## src/rtl/sfs_pkg.sv

```systemverilog
// Shared widths, codes and controller/datapath handshake types for the frame sequencer.
`timescale 1ns / 1ps
package sfs_pkg;

  localparam int MAX_FRAMES = 64;
  localparam int TIME_W     = 24;
  localparam int FRAME_W    = 7;
  localparam int IDX_W      = 6;
  localparam int DELTA_W    = 16;
  localparam int SPEED_W    = 12;
  localparam int PROD_W     = DELTA_W + SPEED_W;
  localparam int SPEED_FRAC = 8;
  localparam int SCALED_W   = PROD_W - SPEED_FRAC;
  localparam int SUM_W      = TIME_W + 1;
  localparam int DIV_CNT_W  = $clog2(SUM_W + 1);
  localparam int CFG_IDX_W  = 3;
  localparam int CFG_DATA_W = 24;

  localparam logic [TIME_W-1:0]  TIME_TOP      = {TIME_W{1'b1}};
  localparam logic [SPEED_W-1:0] SPEED_UNITY   = SPEED_W'(256);

  typedef enum logic [1:0] {
    KIND_TICK    = 2'd0,
    KIND_WRITE   = 2'd1,
    KIND_CUE     = 2'd2,
    KIND_ADVANCE = 2'd3
  } kind_t;

  typedef enum logic [CFG_IDX_W-1:0] {
    CFG_DURATION    = 3'd0,
    CFG_PLAY_SPEED  = 3'd1,
    CFG_LOOP_ENABLE = 3'd2,
    CFG_PAUSE       = 3'd3,
    CFG_FRAME_COUNT = 3'd4
  } cfg_idx_t;

  typedef struct packed {
    logic capture;
    logic write_entry;
    logic cue;
    logic advance;
    logic mul;
    logic add;
    logic settle_time;
    logic div_start_time;
    logic div_start_frame;
    logic div_step;
    logic div_finish;
    logic scan_start;
    logic scan_step;
    logic out_load;
  } cmd_t;

  typedef struct packed {
    kind_t kind;
    logic  tick_live;
    logic  adv_wrap;
    logic  div_wrap;
    logic  div_done;
    logic  div_for_frame;
    logic  scan_done;
    logic  out_free;
  } status_t;

endpackage

```

## src/rtl/sfs_if.sv

```systemverilog
// Input and result channel interfaces of the frame sequencer.
`timescale 1ns / 1ps
interface sfs_in_if;
  import sfs_pkg::*;
  logic               valid;
  logic               ready;
  logic [1:0]         kind;
  logic [DELTA_W-1:0] delta;
  logic [IDX_W-1:0]   entry_index;
  logic [TIME_W-1:0]  entry_time;

  modport source (output valid, kind, delta, entry_index, entry_time, input ready);
  modport sink (input valid, kind, delta, entry_index, entry_time, output ready);
endinterface

interface sfs_out_if;
  import sfs_pkg::*;
  logic              valid;
  logic              ready;
  logic [IDX_W-1:0]  frame_index;
  logic [TIME_W-1:0] time_now;
  logic              finished;

  modport source (output valid, frame_index, time_now, finished, input ready);
  modport sink (input valid, frame_index, time_now, finished, output ready);
endinterface

```

## src/rtl/sprite_frame_sequencer_top.sv

```systemverilog
// Top level of the sprite animation frame sequencer.
`timescale 1ns / 1ps
// Each input transfer yields exactly one result transfer. A table write, a cue or an
// advance goes from dispatch straight to the result register; an advance that wraps
// past the last frame first passes through the shared remainder unit. A live tick
// scales the delta, adds it, clamps or wraps the time and then runs the first-match
// scan over the table entries until it hits (one table read per cycle through the
// registered memory port); a looping time that wraps passes through the remainder
// unit before the scan. The next item is accepted as soon as the previous result
// sits in the output register, even if it has not been taken yet.
// There is no clearing pass after reset; table entries are valid once written.
module sprite_frame_sequencer_top (
  input  logic                           clk,
  input  logic                           rst,
  sfs_in_if.sink                         item_in,
  sfs_out_if.source                      result_out,
  input  logic                           cfg_we,
  input  logic [sfs_pkg::CFG_IDX_W-1:0]  cfg_index,
  input  logic [sfs_pkg::CFG_DATA_W-1:0] cfg_data
);
  import sfs_pkg::*;

  cmd_t    cmd;
  status_t status;

  sfs_ctrl u_ctrl (
    .clk      (clk),
    .rst      (rst),
    .in_valid (item_in.valid),
    .in_ready (item_in.ready),
    .status   (status),
    .cmd      (cmd)
  );

  sfs_datapath u_datapath (
    .clk             (clk),
    .rst             (rst),
    .cmd             (cmd),
    .status          (status),
    .in_kind         (item_in.kind),
    .in_delta        (item_in.delta),
    .in_entry_index  (item_in.entry_index),
    .in_entry_time   (item_in.entry_time),
    .cfg_we          (cfg_we),
    .cfg_index       (cfg_index),
    .cfg_data        (cfg_data),
    .out_valid       (result_out.valid),
    .out_ready       (result_out.ready),
    .out_frame_index (result_out.frame_index),
    .out_time_now    (result_out.time_now),
    .out_finished    (result_out.finished)
  );

endmodule

```

## src/rtl/sfs_ctrl.sv

```systemverilog
// Controller state machine that sequences one item through the datapath.
`timescale 1ns / 1ps
module sfs_ctrl (
  input  logic             clk,
  input  logic             rst,
  input  logic             in_valid,
  output logic             in_ready,
  input  sfs_pkg::status_t status,
  output sfs_pkg::cmd_t    cmd
);
  import sfs_pkg::*;

  typedef enum logic [7:0] {
    ST_IDLE     = 8'b0000_0001,
    ST_DISPATCH = 8'b0000_0010,
    ST_MUL      = 8'b0000_0100,
    ST_ADD      = 8'b0000_1000,
    ST_CLAMP    = 8'b0001_0000,
    ST_DIV      = 8'b0010_0000,
    ST_SCAN     = 8'b0100_0000,
    ST_DONE     = 8'b1000_0000
  } state_t;

  state_t state;
  state_t state_next;

  assign in_ready = (state == ST_IDLE);

  always_ff @(posedge clk) begin
    if (rst) begin
      state <= ST_IDLE;
    end else begin
      state <= state_next;
    end
  end

  always_comb begin
    cmd        = '0;
    state_next = state;
    case (state)
      ST_IDLE: begin
        if (in_valid) begin
          cmd.capture = 1'b1;
          state_next  = ST_DISPATCH;
        end
      end
      ST_DISPATCH: begin
        case (status.kind)
          KIND_TICK: begin
            state_next = status.tick_live ? ST_MUL : ST_DONE;
          end
          KIND_WRITE: begin
            cmd.write_entry = 1'b1;
            state_next      = ST_DONE;
          end
          KIND_CUE: begin
            cmd.cue    = 1'b1;
            state_next = ST_DONE;
          end
          KIND_ADVANCE: begin
            if (status.adv_wrap) begin
              cmd.div_start_frame = 1'b1;
              state_next          = ST_DIV;
            end else begin
              cmd.advance = 1'b1;
              state_next  = ST_DONE;
            end
          end
          default: state_next = ST_DONE;
        endcase
      end
      ST_MUL: begin
        cmd.mul    = 1'b1;
        state_next = ST_ADD;
      end
      ST_ADD: begin
        cmd.add    = 1'b1;
        state_next = ST_CLAMP;
      end
      ST_CLAMP: begin
        if (status.div_wrap) begin
          cmd.div_start_time = 1'b1;
          state_next         = ST_DIV;
        end else begin
          cmd.settle_time = 1'b1;
          cmd.scan_start  = 1'b1;
          state_next      = ST_SCAN;
        end
      end
      ST_DIV: begin
        if (status.div_done) begin
          cmd.div_finish = 1'b1;
          if (status.div_for_frame) begin
            state_next = ST_DONE;
          end else begin
            cmd.scan_start = 1'b1;
            state_next     = ST_SCAN;
          end
        end else begin
          cmd.div_step = 1'b1;
        end
      end
      ST_SCAN: begin
        cmd.scan_step = 1'b1;
        if (status.scan_done) begin
          state_next = ST_DONE;
        end
      end
      ST_DONE: begin
        if (status.out_free) begin
          cmd.out_load = 1'b1;
          state_next   = ST_IDLE;
        end
      end
      default: state_next = ST_IDLE;
    endcase
  end

  // The divider must run its full count before the controller moves on.
  a_div_holds: assert property (@(posedge clk) disable iff (rst)
    (state == ST_DIV) && !status.div_done |=> (state == ST_DIV))
    else $error("controller left the divide state early");

endmodule

```

## src/rtl/sfs_datapath.sv

```systemverilog
// Datapath: configuration, time and frame state, scaler, divider, frame table scan, result.
`timescale 1ns / 1ps
module sfs_datapath (
  input  logic                           clk,
  input  logic                           rst,
  input  sfs_pkg::cmd_t                  cmd,
  output sfs_pkg::status_t               status,
  input  logic [1:0]                     in_kind,
  input  logic [sfs_pkg::DELTA_W-1:0]    in_delta,
  input  logic [sfs_pkg::IDX_W-1:0]      in_entry_index,
  input  logic [sfs_pkg::TIME_W-1:0]     in_entry_time,
  input  logic                           cfg_we,
  input  logic [sfs_pkg::CFG_IDX_W-1:0]  cfg_index,
  input  logic [sfs_pkg::CFG_DATA_W-1:0] cfg_data,
  output logic                           out_valid,
  input  logic                           out_ready,
  output logic [sfs_pkg::IDX_W-1:0]      out_frame_index,
  output logic [sfs_pkg::TIME_W-1:0]     out_time_now,
  output logic                           out_finished
);
  import sfs_pkg::*;

  localparam int AW = (MAX_FRAMES > 1) ? $clog2(MAX_FRAMES) : 1;

  // Configuration registers.
  logic [TIME_W-1:0]  duration;
  logic [SPEED_W-1:0] play_speed;
  logic               loop_enable;
  logic               pause;
  logic [FRAME_W-1:0] frame_count;

  // Captured item.
  kind_t              kind_q;
  logic [DELTA_W-1:0] delta_q;
  logic [IDX_W-1:0]   entry_q;
  logic [TIME_W-1:0]  etime_q;

  // Sequencer state.
  logic [TIME_W-1:0]  elapsed;
  logic [FRAME_W-1:0] cur_frame;

  // Tick arithmetic.
  logic [SCALED_W-1:0] scaled;
  logic [SUM_W-1:0]    sum;

  // Restoring divider, one quotient bit per cycle; only the remainder is kept.
  logic [SUM_W-1:0]     div_num;
  logic [TIME_W-1:0]    div_den;
  logic [TIME_W-1:0]    div_rem;
  logic [DIV_CNT_W-1:0] div_cnt;
  logic                 div_for_frame;
  logic [SUM_W-1:0]     div_trial;

  // Frame table and its scan.
  logic [TIME_W-1:0]  frame_mem [MAX_FRAMES];
  logic [TIME_W-1:0]  rd_data;
  logic [FRAME_W-1:0] rd_idx;
  logic [FRAME_W-1:0] cmp_idx;
  logic               cmp_valid;
  logic               cmp_hit;
  logic               cmp_last;
  logic               scan_done;

  logic [FRAME_W-1:0] n_use;
  logic [FRAME_W:0]   cur_plus;
  logic               adv_inc;
  logic               write_ok;
  logic [PROD_W-1:0]  prod;

  always_comb begin
    n_use = (32'(frame_count) > MAX_FRAMES) ? FRAME_W'(MAX_FRAMES) : frame_count;
  end

  assign cur_plus  = {1'b0, cur_frame} + (FRAME_W + 1)'(1);
  assign adv_inc   = (n_use != '0) && (cur_plus < {1'b0, n_use});
  assign write_ok  = 32'(entry_q) < MAX_FRAMES;
  assign prod      = PROD_W'(delta_q) * PROD_W'(play_speed);
  assign div_trial = {div_rem, div_num[SUM_W-1]};
  assign cmp_hit   = cmp_valid && (elapsed <= rd_data);
  assign cmp_last  = ({1'b0, cmp_idx} + (FRAME_W + 1)'(1)) == {1'b0, n_use};
  assign scan_done = cmp_valid && (cmp_hit || cmp_last);

  always_comb begin
    status               = '0;
    status.kind          = kind_q;
    status.tick_live     = (frame_count != '0) && !pause;
    status.adv_wrap      = (n_use != '0) && !adv_inc && loop_enable;
    status.div_wrap      = loop_enable && (sum >= {1'b0, duration}) && (duration != '0);
    status.div_done      = (div_cnt == '0);
    status.div_for_frame = div_for_frame;
    status.scan_done     = scan_done;
    status.out_free      = !out_valid || out_ready;
  end

  always_ff @(posedge clk) begin
    if (rst) begin
      duration    <= '0;
      play_speed  <= SPEED_UNITY;
      loop_enable <= 1'b0;
      pause       <= 1'b0;
      frame_count <= '0;
    end else if (cfg_we) begin
      case (cfg_idx_t'(cfg_index))
        CFG_DURATION:    duration    <= cfg_data[TIME_W-1:0];
        CFG_PLAY_SPEED:  play_speed  <= cfg_data[SPEED_W-1:0];
        CFG_LOOP_ENABLE: loop_enable <= cfg_data[0];
        CFG_PAUSE:       pause       <= cfg_data[0];
        CFG_FRAME_COUNT: frame_count <= cfg_data[FRAME_W-1:0];
        default: ;
      endcase
    end
  end

  always_ff @(posedge clk) begin
    if (cmd.capture) begin
      kind_q  <= kind_t'(in_kind);
      delta_q <= in_delta;
      entry_q <= in_entry_index;
      etime_q <= in_entry_time;
    end
    if (cmd.mul) begin
      scaled <= prod[PROD_W-1:SPEED_FRAC];
    end
    if (cmd.add) begin
      sum <= SUM_W'(elapsed) + SUM_W'(scaled);
    end
  end

  always_ff @(posedge clk) begin
    if (rst) begin
      elapsed   <= '0;
      cur_frame <= '0;
    end else begin
      if (cmd.cue) begin
        elapsed   <= '0;
        cur_frame <= '0;
      end
      if (cmd.advance && adv_inc) begin
        cur_frame <= cur_plus[FRAME_W-1:0];
      end
      if (cmd.settle_time) begin
        if (loop_enable) begin
          // Only a zero duration reaches here with the sum past the end.
          elapsed <= (sum >= {1'b0, duration}) ? '0 : sum[TIME_W-1:0];
        end else begin
          elapsed <= sum[SUM_W-1] ? TIME_TOP : sum[TIME_W-1:0];
        end
      end
      if (cmd.div_finish) begin
        if (div_for_frame) begin
          cur_frame <= div_rem[FRAME_W-1:0];
        end else begin
          elapsed <= div_rem;
        end
      end
      if (cmd.scan_step && scan_done) begin
        cur_frame <= cmp_hit ? cmp_idx : '0;
      end
    end
  end

  always_ff @(posedge clk) begin
    if (rst) begin
      div_cnt       <= '0;
      div_for_frame <= 1'b0;
    end else if (cmd.div_start_time || cmd.div_start_frame) begin
      div_cnt       <= DIV_CNT_W'(SUM_W);
      div_for_frame <= cmd.div_start_frame;
    end else if (cmd.div_step) begin
      div_cnt <= div_cnt - DIV_CNT_W'(1);
    end
  end

  always_ff @(posedge clk) begin
    if (cmd.div_start_time) begin
      div_num <= sum;
      div_den <= duration;
      div_rem <= '0;
    end else if (cmd.div_start_frame) begin
      div_num <= SUM_W'(cur_plus);
      div_den <= TIME_W'(n_use);
      div_rem <= '0;
    end else if (cmd.div_step) begin
      div_num <= {div_num[SUM_W-2:0], 1'b0};
      if (div_trial >= {1'b0, div_den}) begin
        div_rem <= TIME_W'(div_trial - {1'b0, div_den});
      end else begin
        div_rem <= div_trial[TIME_W-1:0];
      end
    end
  end

  // Table write port and the registered read port used by the scan.
  always_ff @(posedge clk) begin
    if (cmd.write_entry && write_ok) begin
      frame_mem[AW'(entry_q)] <= etime_q;
    end
    rd_data <= frame_mem[AW'(rd_idx)];
  end

  // The read address runs one entry ahead of the compare stage.
  always_ff @(posedge clk) begin
    if (rst) begin
      cmp_valid <= 1'b0;
      rd_idx    <= '0;
    end else if (cmd.scan_start) begin
      cmp_valid <= 1'b0;
      rd_idx    <= '0;
    end else if (cmd.scan_step) begin
      if (rd_idx < n_use) begin
        cmp_valid <= 1'b1;
        rd_idx    <= rd_idx + FRAME_W'(1);
      end else begin
        cmp_valid <= 1'b0;
      end
    end
  end

  always_ff @(posedge clk) begin
    if (cmd.scan_step && (rd_idx < n_use)) begin
      cmp_idx <= rd_idx;
    end
  end

  always_ff @(posedge clk) begin
    if (rst) begin
      out_valid <= 1'b0;
    end else if (cmd.out_load) begin
      out_valid <= 1'b1;
    end else if (out_ready) begin
      out_valid <= 1'b0;
    end
  end

  always_ff @(posedge clk) begin
    if (cmd.out_load) begin
      out_frame_index <= cur_frame[IDX_W-1:0];
      out_time_now    <= elapsed;
      out_finished    <= (frame_count != '0) && !loop_enable && (elapsed >= duration);
    end
  end

  a_out_free: assert property (@(posedge clk) disable iff (rst)
    cmd.out_load |-> (!out_valid || out_ready))
    else $error("result loaded over one not yet transferred");

  a_scan_in_range: assert property (@(posedge clk) disable iff (rst)
    cmd.scan_step && scan_done |=> (cur_frame < n_use))
    else $error("scan produced a frame outside the track");

  a_rem_bound: assert property (@(posedge clk) disable iff (rst)
    (div_cnt != '0) |-> (div_rem < div_den))
    else $error("divider remainder reached the divisor");

endmodule
```

## src/flat_wrapper.sv

```systemverilog
// flat-port wrapper written by rule: the top's interface ports become plain ports
module sprite_frame_sequencer_top_flat import sfs_pkg::*;
  (clk, rst, cfg_we, cfg_index, cfg_data, item_in_valid, item_in_kind, item_in_delta, item_in_entry_index, item_in_entry_time, item_in_ready, result_out_valid, result_out_frame_index, result_out_time_now, result_out_finished, result_out_ready);
  sfs_in_if item_in_i ();
  sfs_out_if result_out_i ();
  input  logic clk;
  input  logic rst;
  input  logic cfg_we;
  input  logic [sfs_pkg::CFG_IDX_W-1:0] cfg_index;
  input  logic [sfs_pkg::CFG_DATA_W-1:0] cfg_data;
  input wire logic [$bits(item_in_i.valid)-1:0] item_in_valid;
  input wire logic [$bits(item_in_i.kind)-1:0] item_in_kind;
  input wire logic [$bits(item_in_i.delta)-1:0] item_in_delta;
  input wire logic [$bits(item_in_i.entry_index)-1:0] item_in_entry_index;
  input wire logic [$bits(item_in_i.entry_time)-1:0] item_in_entry_time;
  output wire logic [$bits(item_in_i.ready)-1:0] item_in_ready;
  output wire logic [$bits(result_out_i.valid)-1:0] result_out_valid;
  output wire logic [$bits(result_out_i.frame_index)-1:0] result_out_frame_index;
  output wire logic [$bits(result_out_i.time_now)-1:0] result_out_time_now;
  output wire logic [$bits(result_out_i.finished)-1:0] result_out_finished;
  input wire logic [$bits(result_out_i.ready)-1:0] result_out_ready;
  assign item_in_i.valid = item_in_valid;
  assign item_in_i.kind = item_in_kind;
  assign item_in_i.delta = item_in_delta;
  assign item_in_i.entry_index = item_in_entry_index;
  assign item_in_i.entry_time = item_in_entry_time;
  assign item_in_ready = item_in_i.ready;
  assign result_out_valid = result_out_i.valid;
  assign result_out_frame_index = result_out_i.frame_index;
  assign result_out_time_now = result_out_i.time_now;
  assign result_out_finished = result_out_i.finished;
  assign result_out_i.ready = result_out_ready;
  sprite_frame_sequencer_top u_core (.clk(clk), .rst(rst), .item_in(item_in_i), .result_out(result_out_i), .cfg_we(cfg_we), .cfg_index(cfg_index), .cfg_data(cfg_data));
endmodule
```

## config.mk

```make
export PLATFORM = sky130hd
export DESIGN_NAME = sprite_frame_sequencer_top_flat
export DESIGN_NICKNAME = d
export VERILOG_FILES = /design/src/rtl/sfs_pkg.sv /design/src/rtl/sfs_if.sv /design/src/rtl/sprite_frame_sequencer_top.sv /design/src/rtl/sfs_ctrl.sv /design/src/rtl/sfs_datapath.sv /design/src/flat_wrapper.sv
export SDC_FILE = /design/constraint.sdc
export NUM_CORES = 2
export LEC_CHECK = 0
export BUFFER_PORTS_ARGS = -buffer_cell sky130_fd_sc_hd__buf_2
export CORE_ASPECT_RATIO = 0.7
export CORE_MARGIN = 4
export CORE_UTILIZATION = 60
export DETAILED_ROUTE_END_ITERATION = 16
export MAX_ROUTING_LAYER = met4
export PLACE_DENSITY = 0.76
export SETUP_SLACK_MARGIN = 0.02
export SYNTH_ARGS = -nofsm -noshare
export SYNTH_HDL_FRONTEND = slang
export SYNTH_SLANG_ARGS = --single-unit
```

## constraint.sdc

```tcl
create_clock -name clk -period 6.7 [get_ports clk]
set_input_delay 0.335 -clock clk [delete_from_list [all_inputs] [get_ports clk]]
set_output_delay 0.335 -clock clk [all_outputs]
set_load 0.02 [all_outputs]
```

---- Word-level counts from Yosys, hierarchy flattened ----
Memory sizes are Yosys's and may differ from the RTL's. A register that Yosys moved wholly into a read port is not among the register bits.
Index checks and enable logic that the tools add are counted.
cells by class
  add/sub/neg operators ................... 6
  multipliers ............................. 1
  order comparisons ....................... 7
  equality and inequality tests ........... 20
  mux-type cells .......................... 60
  reduce and logical (&&, ||, !) cells .... 41
operators by type and width
  kind                                                                    count
  24-bit two-way mux                                                      10
  25-bit two-way mux                                                      3
  8-bit case mux with 8 select lines                                      1
  7-bit two-way mux                                                       8
  8-bit two-way mux                                                       7
  25-bit by 24-bit >= comparator with 1-bit output                        2
  16-bit by 12-bit multiplier with 28-bit output                          1
  24-bit by 20-bit adder with 25-bit output                               1
  24-bit >= comparator                                                    1
  24-bit less-or-equal comparator                                         1
  8-bit case mux with 3 select lines                                      1
  24-bit nonzero test                                                     1
  24-bit subtractor                                                       1
  1-bit two-way mux                                                       23
  7-bit by 1-bit adder with 8-bit output (second input constant)          2
  7-bit nonzero test                                                      2
  1-bit logical AND                                                       13
  2-bit AND reduction                                                     6
  5-bit two-way mux                                                       2
  8-bit by 1-bit equality test with 1-bit output (second input constant)  1
  8-bit by 2-bit equality test with 1-bit output (second input constant)  1
  8-bit by 3-bit equality test with 1-bit output (second input constant)  1
  8-bit by 4-bit equality test with 1-bit output (second input constant)  1
  8-bit by 5-bit equality test with 1-bit output (second input constant)  1
  other kinds (28)                                                        44
storage, ports and cells
  register bits after elaboration ......... 303
  memory bits (writable) .................. 1536
  input port bits ......................... 80
  output and inout bits ................... 33
  memories kept ........................... 1
memories
  memory                       depth  bits a word  read ports  clocked after Yosys merged registers in  wr ports  line                RTL
  u_core.u_datapath.frame_mem  64     24           1           1                                        1         sfs_datapath.sv:55  logic [TIME_W-1:0] frame_mem [MAX_FRAMES];

---- Longest topological paths before layout ----
  depth in word-level cells ............... 15
  mapped depth ............................ 23
  gate-level depth less buffers ........... 21

---- Cells and area by module ----
A second synthesis with hierarchy kept.
second synthesis, totals
  cells, all modules ...................... 4510
  area, all modules ....................... 80648.6 µm²
modules (own cells, without submodules)
  module        instances  cells each  area an instance (µm²)  sequential area each (µm²)
  sfs_datapath  1          4438        80024.2                 54312.1
  sfs_ctrl      1          72          624.3                   160.2

---- Worst setup path after synthesis ----
Ideal clock, no wire load.
  path kind ............................... reg-to-reg
  start point ............................. reg u_core.u_datapath.play_speed[3]
  end point ............................... reg u_core.u_datapath.scaled[14], data pin
  arrival ................................. 5286 ps
  data required time ...................... 6438 ps
  slack ................................... 1152 ps
  cell stages (with the launch flop) ...... 21
  buffers on the path ..................... 2
  cell sequence ........................... dfxtp_1 -> clkbuf_1 -> clkbuf_1 -> nand2_1 -> fa_1 -> fa_1 -> inv_1 -> fa_1 -> fa_1 -> inv_1 -> fa_1 -> inv_1 -> ha_1 -> a21o_1 -> a21o_1 -> a21o_1 -> o31ai_1 -> o21ai_0 -> a21oi_1 -> o21bai_1 -> xor2_1
between the ends
  word-level cells in the longest chain between the ends .. 1
RTL lines
  what                                            line                 RTL
  from (decl)                                     sfs_datapath.sv:27   logic [SPEED_W-1:0] play_speed;
  from (signal assigned)                          sfs_datapath.sv:105  CFG_PLAY_SPEED: play_speed <= cfg_data[SPEED_W-1:0];
  16-bit by 12-bit multiplier with 28-bit output  sfs_datapath.sv:77   assign prod = PROD_W'(delta_q) * PROD_W'(play_speed);
  net u_core.u_datapath.prod[22]                  sfs_datapath.sv:68   logic [PROD_W-1:0] prod;
  to (signal assigned)                            sfs_datapath.sv:122  scaled <= prod[PROD_W-1:SPEED_FRAC];
  to (decl)                                       sfs_datapath.sv:43   logic [SCALED_W-1:0] scaled;
The timed path passes the listed nets, and every way through them passes these cells.
A chain may end at the register's enable or synchronous reset.

---- Final worst setup path ----
  start point ............................. reg u_core.u_datapath.play_speed[7]
  end point ............................... reg u_core.u_datapath.scaled[14], data pin
Same word-level chain as after synthesis.

==> flow_metrics.py <==
metrics = {
    "outcome": {
        "status": "completed",
    },
    "floorplan": {
        "die_y_um": 314,
        "die-width_um": 446,
        "core.rowCount": 112,
        "initial_core_util": 0.604,
        "num_io_pins": 113,
        "core_um2": 133000,
        "dieArea_um2": 140000,
    },
    "setup_path": {
        "r2r-start": "u_core.u_datapath.play_speed[7]",
        "endpoint": "u_core.u_datapath.scaled[14]",
        "cp_data_required_time_ns": 7.23,
        "cp_top_family": "adder cells",
        "worst_r2r_path_depth": 18,
        "cp_num_buf_inv": 3,
        "max_stage_delay_ns": 0.80,
        "crit_path_start": "u_core.u_datapath.play_speed[7]",
        "reg2reg_to": "u_core.u_datapath.scaled[14]",
        "start_kind": "register",
        "critical_path.most_common_cell": "fa_1",
        "crit_path_end_kind": "register",
        "crit_slowest_cell": "dfxtp_1",
        "crit_fanout": 17,
        "cp.arrival_ns": 6.59,
        "rrSetupSlack_ns": 0.64,
        "path_class": "reg -> reg",
        "crit_path_cell_trace": "nand2_1 -> fa_1 -> inv_1 -> fa_1 -> fa_1 -> fa_1 -> inv_1 -> fa_1 -> inv_1 -> ha_1 -> a21o_1 -> a21o_1 -> a21o_1 -> o31ai_1 -> o21ai_0 -> a21oi_1 -> o21bai_1 -> xor2_1",
        "cp.depth": 18,
    },
    "yosys": {
        "synth_cell_types": 78,
        "synth_edf_count": 1716,
        "ys_seq_elements": 1863,
        "postSynthNetCount": 4940,
        "async_flop_share": 0,
        "synth_area_um2": 80500,
        "avgSynthCellArea_um2": 17.8,
        "yosysTopAreaCell": "edfxtp_1",
        "yosysMostFrequentCell": "edfxtp_1",
        "ys.flop_type": "edfxtp_1",
        "netlist_top_cells_area": "edfxtp_1 (64%), mux4_2 (14%), dfxtp_1 (3.7%)",
        "yosys-top-cells-count": "edfxtp_1 (1716), mux4_2 (504), nand2_1 (340)",
        "syn_inst": 4520,
        "yosys.area.top_type_share": 0.640,
        "ys_seq_area_frac": 0.677,
        "synth_warnings": 0,
    },
    "cts": {
        "cts-buffers-inserted": 167,
        "clock_latency_ns": 0.81,
        "cts_tree": "built",
        "clkTransAtPathRegs_ns": 0.07,
        "clock_sinks": 1863,
        "cts-root-buf": "clkbuf_16",
        "htreeDepth": 4,
        "ctsLongestPathBuffers": 3,
    },
    "timing": {
        "finalMaxSlewViolations": 0,
        "finalHoldViolCount": 0,
        "fin_ws_ns": 0.639,
        "fin_skew_ns": 0.0331,
        "post-route-period-util": 0.905,
        "worst_pin_slew_ns": 1.34,
        "relSlewSlack": 0.101,
        "finalSetupViolations": 0,
        "tns_ns": 0,
        "fmax_mhz": 165,
        "fin_crit_ns": 6.06,
        "rsz0062_at_grt": "no",
    },
    "placed_design": {
        "dpl.hpwl_um": 122000,
        "gp_congestion": 0.979,
        "place_ws_ns": 0.743,
        "dp_cells": 6291,
        "port_buffers": 112,
    },
    "drt": {
        "via_count": 44000,
        "drcViolationCount": 0,
        "viasPerCell": 6.58,
        "final_antenna_net_count": 0,
        "wl_um": 209000,
        "drt_iter0_drc": 6795,
        "wl_per_cell_um": 31.2,
        "detailedRoute.firstPassIterationCount": 7,
    },
    "power_and_ir_drop": {
        "finalPower_mw": 23.5,
        "p_leak_nw": 29.8,
        "ir_drop_mv": 0.278,
        "power_density_nw_per_um2": 262,
    },
    "worst_hold_path": {
        "hold_class": "in -> reg",
        "min_delay_path_depth": 5,
    },
    "global_routing": {
        "gr-total-overflow": 0,
        "grt_max_degree": 161,
        "use_met2": 0.430,
        "track_usage": 0.312,
        "antenna_found_initial": 12,
        "grt_pass1_vias": 43100,
        "grt_pass1_wl_um": 303000,
        "grt_util_met1": 0.466,
        "grt-busiest-layer": "met1",
        "grtUsageMet3": 0.0886,
    },
    "run": {
        "max-cap-violations": 0,
    },
    "final_layout": {
        "nets": 5192,
        "drive_gt1_frac": 0.214,
        "area_growth_pct": 11.3,
        "layout.cells.non_filler": 6684,
        "fillCellCount": 8460,
        "post-route-util": 0.672,
    },
}
[logic make-up (layout without fill, tap and decap cells)]
logic type,after synthesis,count (layout),share of synthesized area
multiplexers,545,545,0.146
flip-flops,1863,1863,0.677
other,0,10,0
adder cells (fa/ha/maj),340,340,0.0660
buffers and inverters,469,856,0.0233
XOR/XNOR,80,80,0.00871
AO/OA/AOI/OAI,413,413,0.0325
AND/OR/NAND/NOR,810,810,0.0462
[routing by layer]
layer  routed length (um)  part of all wire
met5                    0                 0
met4                 4800             0.023
met3                27900              0.13
met2                92300              0.44
met1                83600              0.40
[state kept, by name (all words and copies together), names as in the netlist, 12 cells and up]
signal                          count
u_core.u_datapath.div_num          25
u_core.u_datapath.scaled           20
u_core.u_datapath.rd_data          24
u_core.u_datapath.duration         24
u_core.u_datapath.delta_q          16
u_core.u_datapath.play_speed       12
u_core.u_datapath.out_time_now     24
u_core.u_datapath.sum              25
u_core.u_datapath.elapsed          24
u_core.u_datapath.div_den          24
u_core.u_datapath.etime_q          24
u_core.u_datapath.div_rem          24
u_core.u_datapath.frame_mem      1536
[final cells by class]
| class | count | area, um2 | share of cell area |
|---|---|---|---|
| clock buffers | 213 | 4480 | 0.0501 |
| well taps | 1767 | 2210 | 0.0247 |
| clock inverters | 91 | 787 | 0.00879 |
| diodes | 10 | 25.0 | 0.000279 |
| multi-input cells | 2188 | 24400 | 0.273 |
| repair buffers | 291 | 2180 | 0.0243 |
| inverters | 261 | 980 | 0.0109 |
| flip-flops and latches | 1863 | 54500 | 0.608 |
[power breakdown]
| group | switching (mW) | internal, mW | leakage [nW] |
|---|---|---|---|
| combinational | 0.730 | 0.298 | 10.6 |
| sequential | 0.0935 | 12.9 | 16.7 |
| clock | 4.32 | 5.14 | 2.57 |
| total | 5.15 | 18.4 | 29.8 |
[stage by stage]
| step | cell area (um2) | hold slack (ns) |
|---|---|---|
| CTS | 89600 | 0.0499 |
| floorplan | 80500 | 0.434 |
| global route | 89600 | 0.182 |
| global placement | 83500 | 0.461 |
| detailed placement | 83500 | 0.466 |
| finish | 89600 | 0.105 |
[what timing repair did]
action,CTS,global route
buffers inserted,0,0
gates resized for setup,0,0
endpoints found under the hold margin,101,0
hold buffers,79,0
[how the worst min path moves through the flow]
stage	from	end	slack, ns
5_1_grt	cfg_we	u_core.u_datapath.pause	0.18
4_1_cts	cfg_we	u_core.u_datapath.pause	0.05
2_1_floorplan	item_in_delta[0]	u_core.u_datapath.delta_q[0]	0.43
6_report	cfg_we	u_core.u_datapath.pause	0.10
3_3_place_gp	u_core.u_datapath.duration[14]	u_core.u_datapath.duration[14]	0.46
3_5_place_dp	u_core.u_datapath.duration[13]	u_core.u_datapath.duration[13]	0.47
[placed cells by master, fill, tap and decap left out, types with 48 or more instances in the layout]
| cell type | synthesis | layout |
|---|---|---|
| fa_1 | 141 | 141 |
| a21oi_1 | 106 | 105 |
| edfxtp_1 | 1716 | 1716 |
| nand2_1 | 340 | 340 |
| inv_1 | 260 | 260 |
| o21ai_0 | 113 | 113 |
| dfxtp_1 | 147 | 142 |
| buf_2 | 38 | 112 |
| xnor2_1 | 54 | 54 |
| clkbuf_16 | 0 | 169 |
| ha_1 | 199 | 199 |
| nor2_1 | 184 | 120 |
| nand3_1 | 53 | 53 |
| mux4_2 | 504 | 504 |
| a21o_1 | 48 | 48 |
| and2_1 | 61 | 60 |
| buf_4 | 4 | 94 |
| dlygate4sd3_1 | 0 | 79 |
[worst reg2reg max path, cell delays in order, from the launching register on]
cell	delay (ns)
dfxtp_1	0.80
nand2_1	0.16
fa_1	0.53
inv_1	0.05
fa_1	0.55
fa_1	0.43
fa_1	0.51
inv_1	0.05
fa_1	0.47
inv_1	0.04
ha_1	0.33
a21o_1	0.18
a21o_1	0.17
a21o_1	0.21
o31ai_1	0.49
o21ai_0	0.25
a21oi_1	0.26
o21bai_1	0.12
xor2_1	0.16
Note: power is estimated with default switching activity, not from simulation.
